==> src/rtl/mavg_pkg.sv <==
// ----------------------------------------------------------------------------
// mavg_pkg
// Shared widths, defaults, controller states and the command/status bundles
// that pass between the moving-average controller and datapath.
// ----------------------------------------------------------------------------
package mavg_pkg;

	// Default sizing of the filter
	localparam int DEFAULT_CHANNELS = 8;
	localparam int DEFAULT_DEPTH    = 128;

	// Fixed field widths of the ports
	localparam int SAMPLE_W   = 16;
	localparam int CHAN_IN_W  = 3;
	localparam int WIDTH_IN_W = 8;

	// Controller states
	typedef enum logic [1:0] {
		ST_IDLE,
		ST_LOAD,
		ST_DIV,
		ST_FINISH
	} state_t;

	// Controller to datapath commands
	typedef struct packed {
		logic capture; // take the input beat, start the store read
		logic load;    // update channel state, write the store, arm the divider
		logic step;    // one divider iteration
		logic emit;    // move the quotient into the output register
	} dp_cmd_t;

	// Datapath to controller status
	typedef struct packed {
		logic div_last; // current divider iteration is the final one
	} dp_status_t;

endpackage

==> src/rtl/mavg_ctrl.sv <==
// ----------------------------------------------------------------------------
// mavg_ctrl
// Sequencer for the moving-average filter: accepts one beat, steps the
// datapath through update and division, and owns the output valid flag.
// ----------------------------------------------------------------------------
module mavg_ctrl
	import mavg_pkg::*;
(
	input  logic       clk,
	input  logic       arst_n,
	input  logic       in_valid,
	output logic       in_ready,
	output logic       out_valid,
	input  logic       out_ready,
	input  dp_status_t status,
	output dp_cmd_t    cmd
);

	state_t state_q, state_d;
	logic   out_valid_q;

	// State register and output valid flag
	always_ff @(posedge clk or negedge arst_n) begin
		if (!arst_n) begin
			state_q     <= ST_IDLE;
			out_valid_q <= 1'b0;
		end else begin
			state_q <= state_d;
			if (cmd.emit) begin
				out_valid_q <= 1'b1;
			end else if (out_ready) begin
				out_valid_q <= 1'b0;
			end
		end
	end

	// Next state
	always_comb begin
		state_d = state_q;
		case (state_q)
			ST_IDLE: begin
				if (in_valid) begin
					state_d = ST_LOAD;
				end
			end
			ST_LOAD: begin
				state_d = ST_DIV;
			end
			ST_DIV: begin
				if (status.div_last) begin
					state_d = ST_FINISH;
				end
			end
			ST_FINISH: begin
				if (!out_valid_q || out_ready) begin
					state_d = ST_IDLE;
				end
			end
			default: begin
				state_d = ST_IDLE;
			end
		endcase
	end

	// Commands and handshake outputs
	always_comb begin
		cmd      = '0;
		in_ready = 1'b0;
		case (state_q)
			ST_IDLE: begin
				in_ready    = 1'b1;
				cmd.capture = in_valid;
			end
			ST_LOAD: begin
				cmd.load = 1'b1;
			end
			ST_DIV: begin
				cmd.step = 1'b1;
			end
			ST_FINISH: begin
				// hold the result until the output register is free
				cmd.emit = !out_valid_q || out_ready;
			end
			default: begin
				cmd = '0;
			end
		endcase
	end

	assign out_valid = out_valid_q;

endmodule

==> config.mk <==
export PLATFORM = sky130hd
export DESIGN_NAME = mavg_ctrl
export DESIGN_NICKNAME = d
export VERILOG_FILES = /design/src/rtl/mavg_pkg.sv /design/src/rtl/mavg_ctrl.sv
export SDC_FILE = /design/constraint.sdc
export NUM_CORES = 1
export LEC_CHECK = 0
export BUFFER_PORTS_ARGS = -buffer_cell sky130_fd_sc_hd__buf_2
export CAP_MARGIN = 20
export CORE_AREA = 2 2 39 41
export CTS_CLUSTER_SIZE = 28
export DETAILED_ROUTE_END_ITERATION = 12
export DIE_AREA = 0 0 41 43
export GPL_ROUTABILITY_DRIVEN = 0
export PLACE_DENSITY = 0.4
export SLEW_MARGIN = 20
export SYNTH_ARGS = -nofsm -noshare
export SYNTH_HDL_FRONTEND = slang
export SYNTH_SLANG_ARGS = --single-unit
==> constraint.sdc <==
create_clock -name clk -period 2.5 [get_ports clk]
set_input_delay 0.625 -clock clk [delete_from_list [all_inputs] [get_ports clk]]
set_output_delay 0.625 -clock clk [all_outputs]
set_load 0.02 [all_outputs]
==> impl_metrics.yaml, run 1 <==
power_and_ir_drop:
  power.internal_w: 0.000249
  pwr-share-comb_pct: 58.5
  seqPwrFrac_pct: 22.7
  pwr_density_cell_nw_per_um2: 1370
  clockPowerShare_pct: 18.8
  p_sw_w: 0.000196
  p_leak_nw: 0.193
  irDropWorstVdd_uv: 403
  netSwitchingFraction_pct: 44.0
drt:
  drt_pass1_iterations: 1
  viasPerCell: 3.58
  wl_per_cell_um: 8.04
  detail-route-antenna-nets: 0
  routed_wl_um: 402
  drt_iter0_drc: 0
  num_vias: 179
  drc_errors: 0
finish:
  fill_cells: 156
  diodes: 0
  final_nets: 44
  final_area_um2: 324
  syn2layout_area_growth_pct: 42.3
  drive_above_1_share_pct: 47.1
worst_setup_path:
  cp_slowest_cell: "dfrtp_1"
  cp-start-kind: "flip-flop"
  path_cells: "inv_1 > ha_1 > and2_1 > buf_2"
  end_kind: "output pin"
  worstRegToRegCells: 5
  worst_ep_required_time_ns: 1.88
  worstPathArrival_ns: 1.18
  critPathKind: "flip-flop to output pin"
  worstPathMaxFanout: 3
  max_stage_delay_ns: 0.36
cts:
  clockRootBuffer: "clkbuf_4"
  ctsHtreeMaxLevel: 1
  cts.sinks: 3
  clk_pin_slew_ns: 0.04
  cts_resized: 0
  clock_latency_ns: 0.23
  post_cts_buffers: 0
  cts_tree: "built"
  cts_inserted_buffers: 3
  ctsHoldBuffers: 0
  clk_path_buf_depth: 2
run_status:
  outcome: "completed"
hold_path:
  hold_class: "input pin to asynchronous set/reset pin"
grt:
  first_global_vias: 183
  gr-total-overflow: 0
  grt_max_degree: 5
  grt_pass1_wl_um: 648
  gr-usage-all-layers_pct: 6.14
  antenna_found_initial: 0
sta:
  setup_tns_ns: 0
  slew_headroom_pct: 87.2
  hold_violations: 0
  skew_ns: 0.00176
  fmaxAchievable_ghz: 0.555
  grt_setup_unrepaired: "false"
  finalCriticalPeriod_ns: 1.80
  setup_viol: 0
  postLayoutSetupSlackWorst_ns: 0.700
  max_slew.worst_pin.slew_ns: 0.192
  finalMaxSlewViolations: 0
  period_share_pct: 72.0
yosys:
  seq_area_frac_synth_pct: 33.0
  syn_nets: 29
  syn_avg_cell_area_um2: 11.4
  ys_ff_latch: 3
  yosysWarnings: 0
  synth_cell_type_count: 10
  synth_area_um2: 228
  synthCells: 20
floorplan:
  dieArea_um2: 1760
  dieWidth_um: 41
  core_area_um2: 1380
  top_level_ports: 11
  rows: 14
  fp.dieH_um: 43
  initial_core_util_pct: 16.5
placed_design:
  place_hpwl_um: 345
  post-place-ws_ns: 0.705
  numPortBuffers: 10
  postPlaceCellArea_um2: 298
job:
  max-cap-violations: 0
==> flip-flops by register name, summed over array words and instances (netlist names) <==
register   flops
out_valid      1
state_q        2
==> area by class of cell <==
class / count / area, µm² / area share (%)
Clock buffer: 4 / 26.3 / 8.11
Inverter: 4 / 15.0 / 4.63
Timing Repair Buffer: 10 / 50.0 / 15.4
Sequential cell: 3 / 75.1 / 23.2
Tap cell: 16 / 20.0 / 6.18
Multi-Input combinational cell: 13 / 138 / 42.5
==> worst max-delay path, delay by kind of cell (launching register included) <==
kind,cells,cell delay (ns)
fa+ha+maj,1,0.22
buf+inv,2,0.23
flops,1,0.36
simple gates,1,0.13
==> power by group through the flow <==
stage	registers, W	logic, W	clock network (W)
global route	0.000106	0.000292	0.0000922
detailed placement	0.000103	0.000267	0
floorplan	0.000107	0.000197	0
CTS	0.000102	0.000268	0.0000888
global placement	0.000101	0.000264	0
finish	0.000101	0.000260	0.0000837
==> metal layers <==
metal  global-route usage (%)  vias up  share of wire [%]
met5                        0        -                  0
met2                     8.44        7                 49
met4                     8.00        0                  0
met3                     3.14        0                 11
met1                     5.19       81                 40
li1                         -       91                  -
==> cells by family (layout without fill, tap and decap cells) <==
kind of cell / after synthesis / in the layout / share of synthesized area [%]
and+or+nand+nor: 6 / 6 / 22.0
adders and majority gates: 4 / 4 / 22.0
buffers and inverters: 4 / 18 / 6.59
AOI/OAI and AO/OA: 2 / 2 / 9.89
DFF: 3 / 3 / 33.0
muxes: 1 / 1 / 6.59
==> layout by cell type, fill, tap and decap left out <==
master    Yosys  routed
clkbuf_4      0       3
dfrtp_1       3       3
nand2b_1      2       2
o221ai_2      1       1
nand3_1       1       1
clkbuf_1      0       1
a21boi_0      1       1
inv_1         4       4
buf_2         0      10
nand3b_4      1       1
ha_1          4       4
mux2_4        1       1
and2_1        2       2
==> synthesized netlist by cell type <==
library cell | number | area (µm²)
nand3b_4 | 1 | 20.0
ha_1 | 4 | 50.1
a21boi_0 | 1 | 7.51
nand3_1 | 1 | 5.00
dfrtp_1 | 3 | 75.1
mux2_4 | 1 | 15.0
o221ai_2 | 1 | 15.0
and2_1 | 2 | 12.5
nand2b_1 | 2 | 12.5
inv_1 | 4 | 15.0
==> per-stage QoR <==
stage               util, %  hold WS [ns]  total power (W)  cells
floorplan                 -         0.329         0.000304     20
global placement       21.5         0.421         0.000365     46
detailed placement     21.5         0.423         0.000370     46
CTS                    23.4         0.173         0.000459     50
global route           23.4         0.174         0.000489     50
finish                 23.4         0.182         0.000445     50
==> final timing paths <==
| check | startpoint | to | slack (ns) |
|---|---|---|---|
| worst max-delay path | state_q[0] | cmd[3] | 0.70 |
| worst min-delay path | arst_n | state_q[0] | 0.18 |
| worst max register to register | state_q[0] | state_q[1] | 1.12 |
| worst min register to register | state_q[1] | state_q[1] | 0.58 |
| max in group asynchronous | arst_n | out_valid | 2.21 |
| min in group clk | state_q[1] | state_q[1] | 0.58 |
No activity file was read; power rests on OpenSTA's default activity.
==> run 2: changes to the inputs <==
Settings changed: PLACE_DENSITY 0.4 to 0.41.
Clock period 2.5 ns to 1.6 ns, I/O delays scaled along.
==> impl_metrics.yaml, run 2 (same netlist as run 1, synthesis figures left out) <==
run_status:
  outcome: "completed"
floorplan:
  rows: 14
  dieWidth_um: 41
  dieArea_um2: 1760
  core_area_um2: 1380
  initial_core_util_pct: 16.5
  top_level_ports: 11
  fp.dieH_um: 43
grt:
  antenna_found_initial: 0
  gr-usage-all-layers_pct: 7.83
  grt_pass1_wl_um: 759
  gr-total-overflow: 0
  first_global_vias: 200
  grt_max_degree: 5
finish:
  largest_register_ffs: 2
  layout_commonest_cell: "buf_2"
  multiInputGateArea_um2: 163
  drive_above_1_share_pct: 62.9
  fill_cells: 151
  final_nets: 45
  regMostFlops: "state_q"
  diodes: 0
  layout_common_cells: "buf_2, clkbuf_4"
  seq_area_um2: 77.6
  syn2layout_area_growth_pct: 59.9
sta:
  fmaxAchievable_ghz: 0.646
  hold_violations: 0
  slew_headroom_pct: 87.1
  finalCriticalPeriod_ns: 1.55
  max_slew.worst_pin.slew_ns: 0.193
  whs_ns: 0.464
  finalMaxSlewViolations: 0
  setup_viol: 0
  grt_setup_unrepaired: "false"
  skew_ns: 0.00233
  period_share_pct: 96.8
worst_setup_path:
  r2r_start: "state_q[0]"
  worstPathMaxFanout: 4
  timing.rr.end: "state_q[1]"
  worst_ep_required_time_ns: 1.20
  critPathKind: "flip-flop to output pin"
  end_kind: "output pin"
  ff2ff_setup_slack_ns: 0.20
  cp-startpoint: "state_q[1]"
  cp-start-kind: "flip-flop"
  worstPathArrival_ns: 1.15
  worstRegToRegCells: 5
hold_path:
  min_to: "out_valid"
  min_path_cells: 3
  min_from: "out_ready"
  hold_class: "input pin to flip-flop"
cts:
  clk_path_buf_depth: 2
  cts_tree: "built"
  clk_pin_slew_ns: 0.04
  clockRootBuffer: "clkbuf_4"
  ctsHtreeMaxLevel: 1
  cts_inserted_buffers: 3
  post_cts_buffers: 0
  cts.sinks: 3
  clock_latency_ns: 0.24
power_and_ir_drop:
  p_leak_nw: 0.194
  totalPowerFinal_w: 0.000782
  pwr_density_cell_nw_per_um2: 2150
  irDropWorstVdd_uv: 378
drt:
  drt_iter0_drc: 4
  drc_errors: 0
  num_vias: 185
  detail-route-antenna-nets: 0
  routed_wl_um: 489
  viasPerCell: 3.63
  drt_pass1_iterations: 4
  wl_per_cell_um: 9.59
placed_design:
  numPortBuffers: 10
  place_hpwl_um: 377
job:
  max-cap-violations: 0
-- run 2: cell count changes in the layout (fill, tap and decap cells not counted), sizes merged --
cell | before | now
dlygate4sd3 | 0 | 1
-- run 2: worst max-delay path by stage --
stage                      end  slack [ns]  depth (start not counted)
floorplan           state_q[1]        0.12                          5
CTS                     cmd[3]       -0.02                          4
global placement    state_q[1]        0.23                          5
finish                  cmd[3]        0.05                          4
detailed placement  state_q[1]        0.23                          5
global route            cmd[3]        0.01                          4
-- run 2: area by class of cell --
| type | instances | area share, % |
|---|---|---|
| timing repair buffer | 11 | 17.2 |
| inverter | 4 | 4.12 |
| clock buffer | 4 | 7.22 |
| tap | 16 | 5.50 |
| sequential | 3 | 21.3 |
| multi-input combinational | 13 | 44.7 |
-- run 2: report_power, final --
part	total, W	switching [W]	internal (W)
clock	0.000139	0.0000455	0.0000939
combinational	0.000461	0.000247	0.000214
sequential	0.000182	0.0000590	0.000123
-- run 2: critical path, cell delays in order (launching register included) --
cell and delay (ns):
dfrtp_2 0.41, inv_2 0.07, ha_4 0.16, and2_1 0.13, buf_4 0.15
-- run 2: what timing repair did --
| action | in CTS | in global routing |
|---|---|---|
| setup endpoints to repair | 2 | 2 |
| pin swaps | 0 | 0 |
| hold buffers | 1 | 0 |
| gates resized for setup | 0 | 9 |
| endpoints found under the hold margin | 3 | 0 |
-- run 2: per-layer routing --
layer	wire, µm	part of all wire (%)	up-vias	global-route usage, %
met1	168	34	89	5.14
li1	-	-	94	-
met5	0	0	-	0
met3	2	0.41	0	4.71
met4	0	0	0	12.0
met2	318	65	2	10.9
-- run 2: through the flow --
stage                     setup WS (ns)  TNS, ns  cell area (µm²)  std cells  utilization (%)
after floorplan                   0.125        0              228         20                -
after global placement            0.235        0              298         46             21.5
after detailed placement          0.230        0              298         46             21.5
after CTS                       -0.0218  -0.0375              334         51             24.1
after global routing             0.0120        0              364         51             26.3
final                            0.0509        0              364         51             26.3
